===== src/rtl/rcf_pkg.sv =====
// Shared types and constants of the face velocity line block
package rcf_pkg;
  localparam int MaxCells = 1024;
  localparam int FracBits = 16;
  localparam int IdxW = 11;
  localparam int DivW = 31 + FracBits;

  typedef struct packed {
    logic signed [31:0] cell_velocity;
    logic signed [31:0] cell_pressure;
    logic signed [31:0] diag_coeff;
    logic [30:0] face_width;
    logic last_cell;
  } in_item_t;

  typedef struct packed {
    logic signed [31:0] face_velocity;
    logic [IdxW-1:0] face_index;
    logic div_fault;
    logic last_face;
  } out_item_t;

  // classified cell handed from front to back
  typedef struct packed {
    logic signed [31:0] vel;
    logic signed [31:0] pres;
    logic signed [31:0] d;
    logic [IdxW-1:0] k;
    logic last;
    logic fault;
  } cell_t;

  localparam logic [0:0] RegInterpMode = 1'b0;
endpackage


===== src/rtl/rcf_front.sv =====
// Front part: accepts cells, forms d with a radix-2 divider, tags the cell
module rcf_front (
  input  logic clk,
  input  logic rst,
  input  logic mode,
  input  logic in_valid,
  output logic in_ready,
  input  rcf_pkg::in_item_t in_data,
  output logic q_valid,
  input  logic q_ready,
  output rcf_pkg::cell_t q_data
);
  import rcf_pkg::*;
  typedef enum logic [1:0] {S_IDLE, S_DIV, S_OUT} state_t;
  state_t state;
  in_item_t item;
  logic [DivW-1:0] num;
  logic [31:0] den;
  logic [32:0] rem;
  logic [DivW-1:0] quo;
  logic [5:0] cnt;
  logic [IdxW-1:0] k;
  logic fault;
  logic use_div;
  logic [32:0] trial;
  logic signed [31:0] d_val;
  logic cell_fault;

  assign in_ready = (state == S_IDLE);
  assign q_valid = (state == S_OUT);
  assign trial = {rem[31:0], num[DivW-1]} - {1'b0, den};

  // run one quotient bit per cycle, then offer the cell
  always_ff @(posedge clk) begin
    if (rst) begin
      state <= S_IDLE;
      k <= '0;
      fault <= 1'b0;
    end else begin
      unique case (state)
        S_IDLE: if (in_valid) begin
          item <= in_data;
          num <= {in_data.face_width, {FracBits{1'b0}}};
          den <= in_data.diag_coeff;
          rem <= '0;
          quo <= '0;
          cnt <= 6'(DivW);
          use_div <= mode && (in_data.diag_coeff > 0);
          d_val <= mode ? 32'sh7fffffff : 32'sd0;
          cell_fault <= fault || (mode && in_data.diag_coeff <= 0);
          fault <= fault || (mode && in_data.diag_coeff <= 0);
          state <= (mode && in_data.diag_coeff > 0) ? S_DIV : S_OUT;
        end
        S_DIV: begin
          if (!trial[32]) begin
            rem <= trial;
            quo <= {quo[DivW-2:0], 1'b1};
          end else begin
            rem <= {rem[31:0], num[DivW-1]};
            quo <= {quo[DivW-2:0], 1'b0};
          end
          num <= num << 1;
          cnt <= cnt - 6'd1;
          if (cnt == 6'd1) state <= S_OUT;
        end
        S_OUT: if (q_ready) begin
          state <= S_IDLE;
          if (q_data.last) begin
            k <= '0;
            fault <= 1'b0;
          end else k <= k + 1'b1;
        end
        default: state <= S_IDLE;
      endcase
      if (state == S_DIV && cnt == 6'd1 && use_div)
        d_val <= (|quo[DivW-2:30]) ? 32'sh7fffffff : {1'b0, quo[29:0], ~trial[32]};
    end
  end

  assign q_data.vel = item.cell_velocity;
  assign q_data.pres = item.cell_pressure;
  assign q_data.d = d_val;
  assign q_data.k = k;
  assign q_data.last = item.last_cell || (k >= IdxW'(MaxCells - 1));
  assign q_data.fault = cell_fault;
endmodule


===== config.mk =====
export PLATFORM = sky130hd
export DESIGN_NAME = rcf_front
export DESIGN_NICKNAME = d
export VERILOG_FILES = /design/src/rtl/rcf_pkg.sv /design/src/rtl/rcf_front.sv
export SDC_FILE = /design/constraint.sdc
export NUM_CORES = 1
export LEC_CHECK = 0
export CORE_MARGIN = 4
export CORE_UTILIZATION = 35
export CTS_BUF_LIST = sky130_fd_sc_hd__clkbuf_16
export CTS_CLUSTER_DIAMETER = 150
export DETAILED_ROUTE_END_ITERATION = 8
export DONT_BUFFER_PORTS = 1
export PLACE_DENSITY_LB_ADDON = 0.25
export SLEW_MARGIN = 20
export SYNTH_ARGS = -nofsm -noshare
export SYNTH_HDL_FRONTEND = slang
export SYNTH_SLANG_ARGS = --single-unit

===== constraint.sdc =====
create_clock -name clk -period 11.3 [get_ports clk]
set_input_delay 2.26 -clock clk [delete_from_list [all_inputs] [get_ports clk]]
set_output_delay 2.26 -clock clk [all_outputs]
set_load 0.05 [all_outputs]

### Yosys cells after proc, flatten, opt, wreduce, memory -nomap -nowiden

Cells that the tools add are included.

* register bits: 276
* output and inout port bits: 111
* word-level logic and storage cells: 72

* add/subtract/negate cells: 3
* magnitude comparators: 3
* equality and inequality tests: 7
* multiplexer cells: 25
* bitwise logic cells: 2
* reduce and logical (&&, ||, !) cells: 18

Operator list (count)
* $mux W32: 5
* $pmux W47 S2: 1
* $pmux W46 S2: 1
* $pmux W32 S2: 1
* $mux W31: 2
* $mux W47: 1
* $mux W46: 1
* $sub A33 B32 Y33: 1
* $gt A32 B1 Y1 const B: 1
* $le A32 B1 Y1 const B: 1
* $reduce_or A16 Y1: 1
* $pmux W6 S2: 1
* $reduce_and A3 Y1: 4
* $add A11 B1 Y11 const B: 1
* $ge A11 B10 Y1 const B: 1
* $mux W11: 1
* $mux W2: 4
* $reduce_bool A2 Y1: 4
* $eq A6 B1 Y1 const B: 1
* $mux W6: 1
* $pmux W2 S3: 1
* $sub A6 B1 Y6 const B: 1
* $logic_and A1 B1 Y1: 4
* $mux W1: 4
* other kinds (10): 14

### Longest topological paths before layout

* depth after elaboration: 5
* mapped depth: 15

### Least setup slack after synthesis

Ideal clock, no wire load.

* path kind: input port to flip-flop
* start: input port rst
* end: register cnt[0] (enable)
* setup time: 0.730 ns
* data arrival time: 10.297 ns
* slack: 0.273 ns
* stages on the path: 2
* buffers on the path: 1
* cell sequence: clkbuf_1 -> nor3_1

* longest elaborated chain between the ends: 2

Ends and longest elaborated chain
* from (decl): RTL line rcf_front.sv:4 `input logic rst,`
* $not A1 Y1 (no line)
* $reduce_and A3 Y1 (no line)
* to (signal assigned): RTL line rcf_front.sv:47 `cnt <= 6'(DivW);`
* to (signal assigned): RTL line rcf_front.sv:63 `cnt <= cnt - 6'd1;`
* to (decl): RTL line rcf_front.sv:21 `logic [5:0] cnt;`

Every way passes these cells.
A chain may end at the register's enable or synchronous reset.

==> impl_results.md <==
* Status: finished, final reports clean
* # Max-Cap Violations at 0
* Clk pin slew, worst setup/hold paths at about 0.06 ns
* FF-to-FF Start: num[46]
* Via count at between 6000 and 7000
* Crit-path max FO at 6
* CTS tree: yes
* Worst skew pair latency at roughly 0.55 ns
* Slew headroom at 25.2%
* Syn Area/Cell at roughly 12 um2
* Post-Syn Area at between 10000 and 15000 um2
* Tightest Pin Transition at 1.12 ns
* Top cells by area in the synthesized netlist: edfxtp_1 62%, buf_4 4.2%, nand2_1 3.8%
* PwrDens at around 180 nW/um2
* Yosys top cell area share at roughly 62%
* Routed Wire Length at 25600 um
* Reg2reg setup slack at approximately 7.2 ns
* Multi-input logic area at about 3500 um2
* Power Total at roughly 0.0023 W
* Clock Skews at between 0.015 and 0.02 ns
* Hold crit path type: register to register
* CTS Root Cell: clkbuf_16
* Gpl congestion at between 0.7 and 0.8
* Site row count at between 60 and 70
* Setup crit start kind: register
* Post-synthesis net count at around 1100
* Die Wd at between 150 and 200 um
* Residual DRC count at 0
* Largest net degree at the start of global routing at 85
* Worst-path cell chain: ha_1 -> a21oi_1 -> nor3_1 -> a211o_1
* Synthesis Warnings at 0
* Post-synthesis cell type count at 57
* Router iterations before antenna repair at 5
* Antenna Nets Post-Route at 0
* Cell with the most instances after synthesis: edfxtp_1
* Initial Util at 35.5%
* Dpl hpwl at between 15000 and 20000 um
* Grt ovf at 0
* FF-to-FF path depth at 15
* WL/cell at roughly 19 um
* Reg area at ~7600 um2
* Kind of critical path: register to primary output
* Post-layout min period at between 4 and 5 ns
* Post-CTS resize count at 0
* Hold Path Depth at 2
* Worst Path Buf+Inv at 0
* Final antenna diode count at 0
* P_leak at ~4.6 nW
* FFs w/ async S/R, synth at 0%
* Ports at between 200 and 250
* CORE AREA at roughly 34000 um2
* Number of fill cells at around 3300
* Slowest stage cell on the critical path: dfxtp_1
* Vias in the first global route at between 6000 and 7000
* RSZ-0062 raised after global routing: false
* Final-report setup violation count at 0
* VDD IR max at around 0.00011 V
* CTS Buffer Depth at 3
* Mapped Cells at 973
* CP required at around 9.0 ns
* CTS Hold Bufs at 0
* Die area at 37100 um2
* Clock Sinks at between 200 and 300
* Sequential share of the synthesized area at 64.1%
* Pre-CTS setup slack at slightly below 7 ns
* Die Y at a little under 200 um
* Dpl cells at between 1000 and 1500
* Final Worst Setup Slack at 6.71 ns
* Vias per Instance at between 4 and 5
* Area leader, netlist: edfxtp_1
* WHS Endpoint: num[41]
* DRT iter0 DRCs at roughly 460
* Min Hold Slack at 0.509 ns
* Setup Buffers After CTS at 0
* RR Endpoint: rem[27]
* Final non-filler cell total at ~1400
* Max stage delay on crit path at ~0.76 ns
* Initial antenna violation count at 0
* Number of synthesized register bits at roughly 260
* Post-synth EDFFs at 245
* Worst Hold Launch: num[40]
* Hold Violations, Final at 0
* NumNets Final at around 1100
* Max Freq at 218 MHz
* Data arrival time of the worst path at 2.33 ns
* Post-synth top flop: edfxtp_1
* Total track usage at 13.4%
* TritonCTS Buffers at 29
* Crit end category: primary output
* Setup_tns at 0 ns
* Buffers on Ports at 0
* Slew Viols, Final at 0
* Layout cells sized above 1 at under 10%
* Area Growth Syn to Fin at 7.76%
* Most frequent cells after synthesis: 245 x edfxtp_1, 121 x nand2_1, 66 x buf_4, 56 x a21oi_1, 47 x and2_1
* First-pass GRT wire length at approximately 40000 um
* Worst path top cell family by delay: flip-flops
* H-tree depth at 1
* Period utilization at 40.6%
-- flip-flops by register name, summed over array words and instances, names as in the netlist, 6 cells and up --
name	cells
cnt	6
d_val	31
den	32
k	11
num	31
q_data	64
quo	46
rem	32
-- power by group --
| part | switching, W | total [W] | internal (W) |
|---|---|---|---|
| Clock | 0.000380 | 0.000869 | 0.000489 |
| Sequential | 0.0000797 | 0.00119 | 0.00111 |
| Combinational | 0.000129 | 0.000195 | 0.0000664 |
-- cell families (layout without fill, tap and decap cells) --
family                   count (synthesis)  after routing  synth area share (%)
flip-flops                             259            259                  64.1
adder cells (fa/ha/maj)                 36             36                  3.84
AO/OA/AOI/OAI                          190            190                  10.6
multiplexers                             1              1                0.0840
buffers and inverters                  146            104                  6.70
AND/OR/NAND/NOR                        306            306                  12.2
other                                    1              1                0.0315
XOR/XNOR                                34             34                  2.50
-- layout by cell type, fill, tap and decap left out, drive strengths merged, types with 2 or more instances in the layout --
master / n
clkinv: 10
nand2: 121
clkbuf: 29
o31a: 3
buf: 10
xor2: 20
ha: 35
o31ai: 6
nand4: 13
and2: 47
nor2b: 6
or3: 4
o21bai: 5
a21oi: 58
o22ai: 2
nor2: 45
o211ai: 3
dfxtp: 14
xnor2: 14
inv: 49
o311a: 2
nand3: 33
clkinvlp: 5
nor3: 10
a21o: 13
a311oi: 2
and3: 3
a211oi: 8
edfxtp: 245
nand2b: 5
nor4: 12
o21ai: 38
o21a: 34
or4: 2
a31oi: 4
or2: 3
a211o: 2
-- metal layers --
| metal | global-route usage (%) | vias up | share of wire [%] |
|---|---|---|---|
| li1 | - | 3330 | - |
| met3 | 3.56 | 34 | 6.5 |
| met4 | 3.18 | 0 | 1.8 |
| met1 | 18.8 | 3353 | 45 |
| met5 | 0 | - | 0 |
| met2 | 20.9 | 171 | 47 |
-- worst max-delay path by stage --
stage                            from        end  slack, ns  cells after the start
after global placement    in_data[56]   state[0]       6.77                      6
after floorplan                   rst     cnt[0]       0.27                      2
after detailed placement  in_data[56]   state[0]       6.75                      6
after CTS                        k[0]  q_data[1]       6.67                      4
after global routing             k[0]  q_data[1]       6.55                      4
final                            k[0]  q_data[1]       6.71                      4
-- cell type report --
cell class,count,area share (%)
Clock buffer,29,5.65
Clock inverter,24,1.20
Inverter,41,1.20
Multi-Input combinational cell,568,27.4
Sequential cell,259,59.5
Tap cell,448,4.36
Timing Repair Buffer,10,0.740
-- per-stage QoR --
| stage | cell area (um2) | util [%] |
|---|---|---|
| 3_3_place_gp | 11900 | 35.6 |
| 3_5_place_dp | 11900 | 35.6 |
| 2_1_floorplan | 11900 | - |
| 5_1_grt | 12800 | 38.3 |
| 6_report | 12800 | 38.3 |
| 4_1_cts | 12800 | 38.2 |
-- worst register-to-register path, stage by stage (launching register included) --
cell,delay (ns)
edfxtp_1,0.38
inv_1,0.07
ha_1,0.15
inv_1,0.05
fa_1,0.41
a21oi_2,0.17
nor2_1,0.08
o31ai_2,0.36
a21oi_2,0.14
a221oi_2,0.38
o31a_4,0.23
o311ai_4,0.12
a21oi_1,0.70
buf_4,0.39
or4_1,0.17
a21oi_1,0.06
No activity file was read; power rests on OpenSTA's default activity.
