File: src/rtl/rcf_pkg.sv
// Shared types and constants of the face velocity line block
package rcf_pkg;
  localparam int MaxCells = 1024;
  localparam int FracBits = 16;
  localparam int IdxW = 11;
  localparam int DivW = 31 + FracBits;

  typedef struct packed {
    logic signed [31:0] cell_velocity;
    logic signed [31:0] cell_pressure;
    logic signed [31:0] diag_coeff;
    logic [30:0] face_width;
    logic last_cell;
  } in_item_t;

  typedef struct packed {
    logic signed [31:0] face_velocity;
    logic [IdxW-1:0] face_index;
    logic div_fault;
    logic last_face;
  } out_item_t;

  // classified cell handed from front to back
  typedef struct packed {
    logic signed [31:0] vel;
    logic signed [31:0] pres;
    logic signed [31:0] d;
    logic [IdxW-1:0] k;
    logic last;
    logic fault;
  } cell_t;

  localparam logic [0:0] RegInterpMode = 1'b0;
endpackage

File: src/rtl/rcf_queue.sv
// Two-entry queue between front and back
module rcf_queue (
  input  logic clk,
  input  logic rst,
  input  logic wr_valid,
  output logic wr_ready,
  input  rcf_pkg::cell_t wr_data,
  output logic rd_valid,
  input  logic rd_ready,
  output rcf_pkg::cell_t rd_data
);
  import rcf_pkg::*;
  cell_t mem [2];
  logic wp, rp;
  logic [1:0] cnt;
  assign wr_ready = (cnt != 2'd2);
  assign rd_valid = (cnt != 2'd0);
  assign rd_data = mem[rp];
  // advance pointers on each request
  always_ff @(posedge clk) begin
    if (rst) begin
      wp <= 1'b0; rp <= 1'b0; cnt <= '0;
    end else begin
      if (wr_valid && wr_ready) begin
        mem[wp] <= wr_data; wp <= ~wp;
      end
      if (rd_valid && rd_ready) rp <= ~rp;
      cnt <= cnt + 2'(wr_valid && wr_ready) - 2'(rd_valid && rd_ready);
    end
  end
endmodule

File: config.mk
export PLATFORM = sky130hd
export DESIGN_NAME = rcf_queue
export DESIGN_NICKNAME = d
export VERILOG_FILES = /design/src/rtl/rcf_pkg.sv /design/src/rtl/rcf_queue.sv
export SDC_FILE = /design/constraint.sdc
export NUM_CORES = 1
export LEC_CHECK = 0
export CAP_MARGIN = 20
export CORE_MARGIN = 2
export CORE_UTILIZATION = 45
export DETAILED_ROUTE_END_ITERATION = 6
export DONT_BUFFER_PORTS = 1
export PLACE_DENSITY = 0.63
export SYNTH_ARGS = -nofsm -noshare
export SYNTH_HDL_FRONTEND = slang
export SYNTH_SLANG_ARGS = --single-unit
File: constraint.sdc
create_clock -name clk -period 12.81 [get_ports clk]
set_input_delay 0.6405 -clock clk [delete_from_list [all_inputs] [get_ports clk]]
set_output_delay 0.6405 -clock clk [all_outputs]
set_load 0.05 [all_outputs]
; ---- Yosys cells after proc, flatten, opt, wreduce, memory -nomap -nowiden
; Memories as Yosys holds them, arrays and structs flattened. A register that Yosys moved wholly into a read port is not among the register bits.
; Index checks and enable logic that the tools add are counted.
[totals]
mem_bits_rw = 218
memories = 1
latchBits = 0
register_bits = 4
in_bits = 113
romBits = 0
out_inout_bits = 111
[mem_list]
columns = name, depth, width, read_ports, rd_ports_with_merged_regs, write_ports, line
row1 = mem, 2, 109, 1, 1, 1, rcf_queue.sv:13  ; cell_t mem [2];
[op_classes]
mux = 5
n_mul = 0
bitwise = 2
n_reduce_logical = 3
div = 0
n_shift = 0
add_sub_neg = 2
eq_ne = 1
order_cmp = 0
[op_table]
columns = operator, n
row1 = $mux 1, 5
row2 = $add 2x1->2, 1
row3 = $logic_and 1x1->1, 2
row4 = $ne 2x2->1 const B, 1
row5 = $not 1->1, 2
row6 = $reduce_bool 2->1, 1
row7 = $sub 2x1->2, 1

; ---- Logic depth before layout (Yosys ltp)
; Gate-level depths: netlist (run 1).
[depth]
depth_word = 5
depth_mapped = 8
mapped_depth_nobuf = 8

; ---- Least setup slack after synthesis (run 1)
; OpenSTA, ideal clock, no wires.
[synth_path]
path_type = register -> register
start = register cnt[0]
end = memory mem[1][0] (netlist bit) (enable)
required_ps = 12075
t_arrival_ps = 8954
setup_time_ps = 735
path_stages_with_launch = 4
slack_ps = 3121
n_path_buf = 0
period_less_slack_ps = 9689
path_cell_list = dfxtp_1 -> nand2b_1 -> nand2_1 -> nor3b_1
[synth_via]
elab_chain_len = 5
[synth_rtl]
columns = element, line
row1 = start: declaration, rcf_queue.sv:15  ; logic [1:0] cnt;
row2 = start signal: assignment, rcf_queue.sv:28  ; cnt <= cnt + 2'(wr_valid && wr_ready) - 2'(rd_valid && rd_ready);
row3 = $ne 2x2->1, rcf_queue.sv:16  ; assign wr_ready = (cnt != 2'd2);
row4 = named net wr_ready, rcf_queue.sv:6  ; output logic wr_ready,
row5 = $logic_and 1x1->1, rcf_queue.sv:24  ; if (wr_valid && wr_ready) begin
row6 = $mux 1, rcf_queue.sv:24
row7 = $mux 1, rcf_queue.sv:21  ; if (rst) begin
row8 = $mux 1 (implied by the code), rcf_queue.sv:25  ; mem[wp] <= wr_data; wp <= ~wp;
row9 = end: declaration, rcf_queue.sv:13
; The timed path passes the listed nets, and every way through them passes these cells.

==> summary.md, run 1 <==
| Metric | Value |
|---|---|
| Status | `finished clean` |
| CTS tree | `yes` |
| Ports | `224` |
| CTS Buf Count | `23` |
| R2r endpoint | `mem[1][108]` |
| Area grow syn2layout | `11.77%` |
| Die area | `19140 um2` |
| WS Path Type | `register to primary output` |
| Slew @ Worst Pin | `0.7668 ns` |
| Switching pwr | `0.6856 mW` |
| Async S/R FF share, synth | `0` |
| Pwr/cell area | `225.1 nW/um2` |
| Sequential fraction of design power | `0.442` |
| Reg2reg path depth | `4` |
| Post-Syn Nets | `478` |
| Origin of the critical flop-to-flop path | `cnt[0]` |
| Via Count | `3264` |
| Final worst path period share | `0.2551` |
| Final Hold Fails | `0` |
| Post-route design area | `9076 um2` |
| Crit path DAT | `2.63 ns` |
| Average routed wire per standard cell | `21.24 um` |
| Synth warn | `0` |
| Routed Antenna Nets | `0` |
| Max-slew headroom | `0.4888` |
| Initial antenna violation count | `0` |
| Postcts setup bufs | `0` |
| # hold bufs at CTS | `0` |
| Post-synth top area share | `0.8062` |
| Cell Int Power | `1.357 mW` |
| Area leader, netlist | `edfxtp_1` |
| Total GRT Usage | `0.1346` |
| Setup TNS | `0 ns` |
| CP startpoint kind | `register` |
| CP endpoint kind | `primary output` |
| Comb power frac | `0.260` |
| Gate Count Post-Synth | `363` |
| Finished Layout Cells | `625` |
| Max_cap viols | `0` |
| Layout cells sized above 1 | `0.3737` |
| Pins Over Slew Limit | `0` |
| First-pass GRT wire length | `20240 um` |
| Worst Hold Depth | `1` |
| DRC | `0` |
| Final setup vio count | `0` |
| Sequential element share of the synthesized area | `0.8185` |
| Root buffer cell | `clkbuf_16` |
| Clk_lat worst skew | `0.49 ns` |
| Yosys cell types | `18` |
| HP Start | `rst` |
| Die height | `138.3 um` |
| CTS resizes | `0` |
| Post-synth top flop | `edfxtp_1` |
| Port Buffers | `0` |
| Total power | `2.043 mW` |
| GP Congestion | `0.6978` |
| Worst Path Required | `12.17 ns` |
| Critical path fanouts, max | `58` |
| EDFF count, synth | `218` |
| Worst vdd ir | `0.1399 mV` |
| Vias in the first global route | `3548` |
| Initial core utilization | `0.4552` |
| Detailed router's first-iteration violation count | `119` |
| Antenna diode count | `0` |
| Flops & latches, synth | `223` |
| Die W | `138.3 um` |
| H-tree levels | `1` |
| Dpl cells | `585` |
| Syn_area_per_cell | `22.37 um2` |
| Unrepaired setup endpoints after global routing | `false` |
| Post-layout util | `0.5087` |
| Clock power frac | `0.297` |
| Ranking of synthesized cells by area | `edfxtp_1 81%, mux2_2 14%, mux2_4 1.8%` |
| Hold Path Class | `input port to register` |
| Leading cell types by count after synthesis | `218 x edfxtp_1, 100 x mux2_2, 10 x mux2_4` |
| Buffer levels on the longest clock path | `3` |
| Worst R2R Setup Slack | `10.37 ns` |
| Pin count of the biggest net entering global routing | `59` |
| Core ar. | `17840 um2` |
| Clock-pin slew on the worst setup and hold paths | `0.06 ns` |
| Fmax | `0.3061 GHz` |
| Clock sink total | `223` |
| Row count | `49` |
| Tmin final | `3.267 ns` |
| DRT Pass-1 Iters | `6` |
| LEAKAGE | `2.908 nW` |
| Post-Place Cell Area | `8379 um2` |
| DP HPWL | `8758 um` |
| # nets final | `496` |
| Grt ovf | `0` |
| Total Wirelength | `13280 um` |
| Via density | `5.222` |
| Mapped Area | `8120 um2` |
| Clock Skews | `0.008979 ns` |
| Cell with the most instances after synthesis | `edfxtp_1` |
| Switching Fraction | `0.3357` |
[critical path: stages, from the launching register on]
cell and delay [ns]:
dfxtp_4 0.81, buf_4 0.74, mux2_2 0.55
[layout by cell type, fill, tap and decap left out, types with 2 or more instances in the layout]
cell	instances
edfxtp_1	218
buf_4	5
clkbuf_1	5
mux2_4	10
ha_1	2
nor2b_1	2
clkbuf_16	23
nor2_1	4
bufinv_16	2
xnor2_1	2
clkinv_1	6
dfxtp_1	4
mux2_2	100
clkinv_2	4
[through the flow]
step | hold slack (ns) | setup slack [ns]
global route | 0.1907 | 9.352
global placement | 0.4972 | 10.02
floorplan | 0.4809 | 3.121
detailed placement | 0.5160 | 9.978
finish | 0.2111 | 9.543
CTS | 0.1902 | 9.451
[layer usage]
| layer | vias up | routed length, um | track usage |
|---|---|---|---|
| met4 | 0 | 257 | 0.03008 |
| met1 | 1610 | 4822 | 0.1486 |
| met5 | - | 0 | 0 |
| met2 | 164 | 6447 | 0.2254 |
| li1 | 1468 | - | - |
| met3 | 22 | 1750 | 0.07967 |
[power groups by stage]
stage	logic, mW	registers (mW)	clock network, mW
finish	0.532	0.903	0.608
global route	0.552	0.912	0.654
CTS	0.538	0.906	0.626
detailed placement	0.537	0.921	0
global placement	0.533	0.918	0
floorplan	0.520	0.908	0
[registers in the layout, summed over array words and instances, names as in the netlist, named ones only]
register and flops:
mem 218, cnt 2, rp 1, wp 1
[how the worst max path moves through the flow]
stage | startpoint | endpoint | depth (start not counted)
final | register | rd_data[93] | 2
after global routing | register | rd_data[78] | 2
after CTS | register | rd_data[93] | 2
after detailed placement | register | rd_data[93] | 2
after global placement | register | rd_data[93] | 2
after floorplan | cnt[0] | mem[1][0] | 3
[cell families (layout without fill, tap and decap cells)]
logic type | after synthesis | in the layout | synth area share
fa+ha+maj | 2 | 2 | 0.003081
simple gates | 11 | 11 | 0.006933
buf+inv | 13 | 46 | 0.01017
mux | 110 | 110 | 0.1572
flops | 223 | 223 | 0.8185
xor+xnor | 3 | 3 | 0.003236
compound gates | 1 | 1 | 0.0009248
[cell type report]
cell class	instances	area (um2)
Sequential cell	223	6650
Inverter	1	3.754
Clock inverter	12	102.6
Fill cell	1410	8765
Timing Repair Buffer	5	37.54
Multi-Input combinational cell	127	1401
Tap cell	229	286.5
Clock buffer	28	594.3
Note: power is estimated with default switching activity, not from simulation.
==> inputs of run 2 (changes only) <==
--- a/config.mk
+++ b/config.mk
@@ -10,7 +10,7 @@
 export CORE_UTILIZATION = 45
 export DETAILED_ROUTE_END_ITERATION = 6
 export DONT_BUFFER_PORTS = 1
-export PLACE_DENSITY = 0.63
+export PLACE_DENSITY = 0.65
 export SYNTH_ARGS = -nofsm -noshare
 export SYNTH_HDL_FRONTEND = slang
 export SYNTH_SLANG_ARGS = --single-unit
==> constraint.sdc (replaced) <==
create_clock -name clk -period 3 [get_ports clk]
set_input_delay 0.15 -clock clk [delete_from_list [all_inputs] [get_ports clk]]
set_output_delay 0.15 -clock clk [all_outputs]
set_load 0.05 [all_outputs]
==> summary.md, run 2 (same netlist as run 1, synthesis figures left out) <==
| Metric | Value |
|---|---|
| LEAKAGE | `3.372 nW` |
| Total power | `8.785 mW` |
| CTS resizes | `0` |
| Detailed router's first-iteration violation count | `184` |
| Fmax | `0.4370 GHz` |
| Hold Path Class | `input port to register` |
| Clock sink total | `223` |
| Final Hold Fails | `0` |
| Finished Layout Cells | `739` |
| Clock-pin slew on the worst setup and hold paths | `0.06 ns` |
| CTS tree | `yes` |
| Average routed wire per standard cell | `19.47 um` |
| DRC | `0` |
| CP startpoint kind | `register` |
| Pins Over Slew Limit | `0` |
| # nets final | `609` |
| Dpl cells | `587` |
| CP max stage delay | `0.64 ns` |
| DRT Pass-1 Iters | `4` |
| Routed Antenna Nets | `0` |
| Status | `finished clean` |
| CP max stage cell | `dfxtp_4` |
| Tmin final | `2.288 ns` |
| Core ar. | `17840 um2` |
| Hold_ws | `0.02915 ns` |
| Vias in the first global route | `4069` |
| Setup TNS | `0 ns` |
| First-pass GRT wire length | `22530 um` |
| CP endpoint kind | `primary output` |
| Final worst path period share | `0.7628` |
| Grt ovf | `0` |
| Clock Skews | `0.006816 ns` |
| Max-slew headroom | `0.4948` |
| Cell family with most CP delay | `flip-flops` |
| Slew @ Worst Pin | `0.7578 ns` |
| Worst Path Required | `2.85 ns` |
| GP Congestion | `0.7164` |
| Via Count | `3740` |
| Crit-path cells | `buf_4, mux2_2` |
| Area grow syn2layout | `25.76%` |
| Root buffer cell | `clkbuf_16` |
| Max_cap viols | `0` |
| Clk_lat worst skew | `0.49 ns` |
| WS Path Type | `register to primary output` |
| Initial core utilization | `0.4552` |
| Reg with most FFs | `mem` |
| H-tree levels | `1` |
| DP HPWL | `8952 um` |
| Buffer levels on the longest clock path | `3` |
| Crit path DAT | `2.14 ns` |
| Max reg flops | `218` |
| Die area | `19140 um2` |
| Total GRT Usage | `0.1477` |
| Antenna diode count | `0` |
| CP bufs+invs | `1` |
| Die W | `138.3 um` |
| Unrepaired setup endpoints after global routing | `false` |
| Most common cell after layout, fill and taps aside | `edfxtp_1` |
| Layout cells sized above 1 | `0.3020` |
| Row count | `49` |
| Via density | `5.061` |
| Top Registers | `mem (218), cnt (2)` |
| Pwr/cell area | `860.3 nW/um2` |
| Initial antenna violation count | `0` |
| Total Wirelength | `14390 um` |
| Port Buffers | `0` |
| Ports | `224` |
| CTS Buf Count | `22` |
| Final setup vio count | `0` |
| Pin count of the biggest net entering global routing | `57` |
| Most frequent cells in the layout | `218 x edfxtp_1, 112 x dlygate4sd3_1, 100 x mux2_2` |
| Worst vdd ir | `0.5609 mV` |
| Die height | `138.3 um` |
| Critical path fanouts, max | `34` |
[run 2: path summary, 6_finish.rpt]
| kind | end | cells past startpoint | start | slack, ns |
|---|---|---|---|---|
| min reg2reg | register | 2 | rp | 0.54 |
| max | rd_data[5] | 2 | register | 0.71 |
| max reg2reg | mem[1][75] | 4 | cnt[0] | 1.05 |
| min | register | 3 | rd_ready | 0.03 |
[run 2: area by class of cell]
class                           instances  area [um2]
Fill cell                            1327        7629
Sequential cell                       223        6651
Multi-Input combinational cell        127        1429
Timing Repair Buffer                  119        1186
Clock buffer                           27       590.6
Tap cell                              229       286.5
Clock inverter                         13       65.06
Inverter                                1       3.754
[run 2: timing repair]
| action | 4_1_cts | 5_1_grt |
|---|---|---|
| setup buffers | 0 | 0 |
| endpoints found under the hold margin | 223 | 0 |
| hold buffers | 112 | 0 |
[run 2: metal layers]
| metal | vias up | wire length, um | global-route usage |
|---|---|---|---|
| met5 | - | 0 | 0 |
| met4 | 0 | 398 | 0.05747 |
| met3 | 31 | 1351 | 0.05750 |
| met2 | 159 | 7396 | 0.2564 |
| met1 | 1851 | 5242 | 0.1645 |
| li1 | 1699 | - | - |
[run 2: metrics by stage]
step | utilization | area, um2 | setup slack [ns]
6_report | 0.5724 | 10210 | 0.7116
5_1_grt | 0.5724 | 10210 | 0.5804
4_1_cts | 0.5724 | 10210 | 0.6444
3_5_place_dp | 0.4728 | 8436 | 1.059
3_3_place_gp | 0.4728 | 8436 | 1.089
2_1_floorplan | - | 8159 | -0.9033
[run 2: report_power, final]
part	switching, mW	internal, mW	leakage, nW	total [mW]
logic	1.86	0.647	1.02	2.50
registers	0.121	3.71	2.04	3.83
clock network	1.06	1.40	0.314	2.45
[run 2: worst min-delay path, stage by stage]
cell and delay [ns]:
o21a_1 0.15, xnor2_1 0.09, nor2_1 0.09
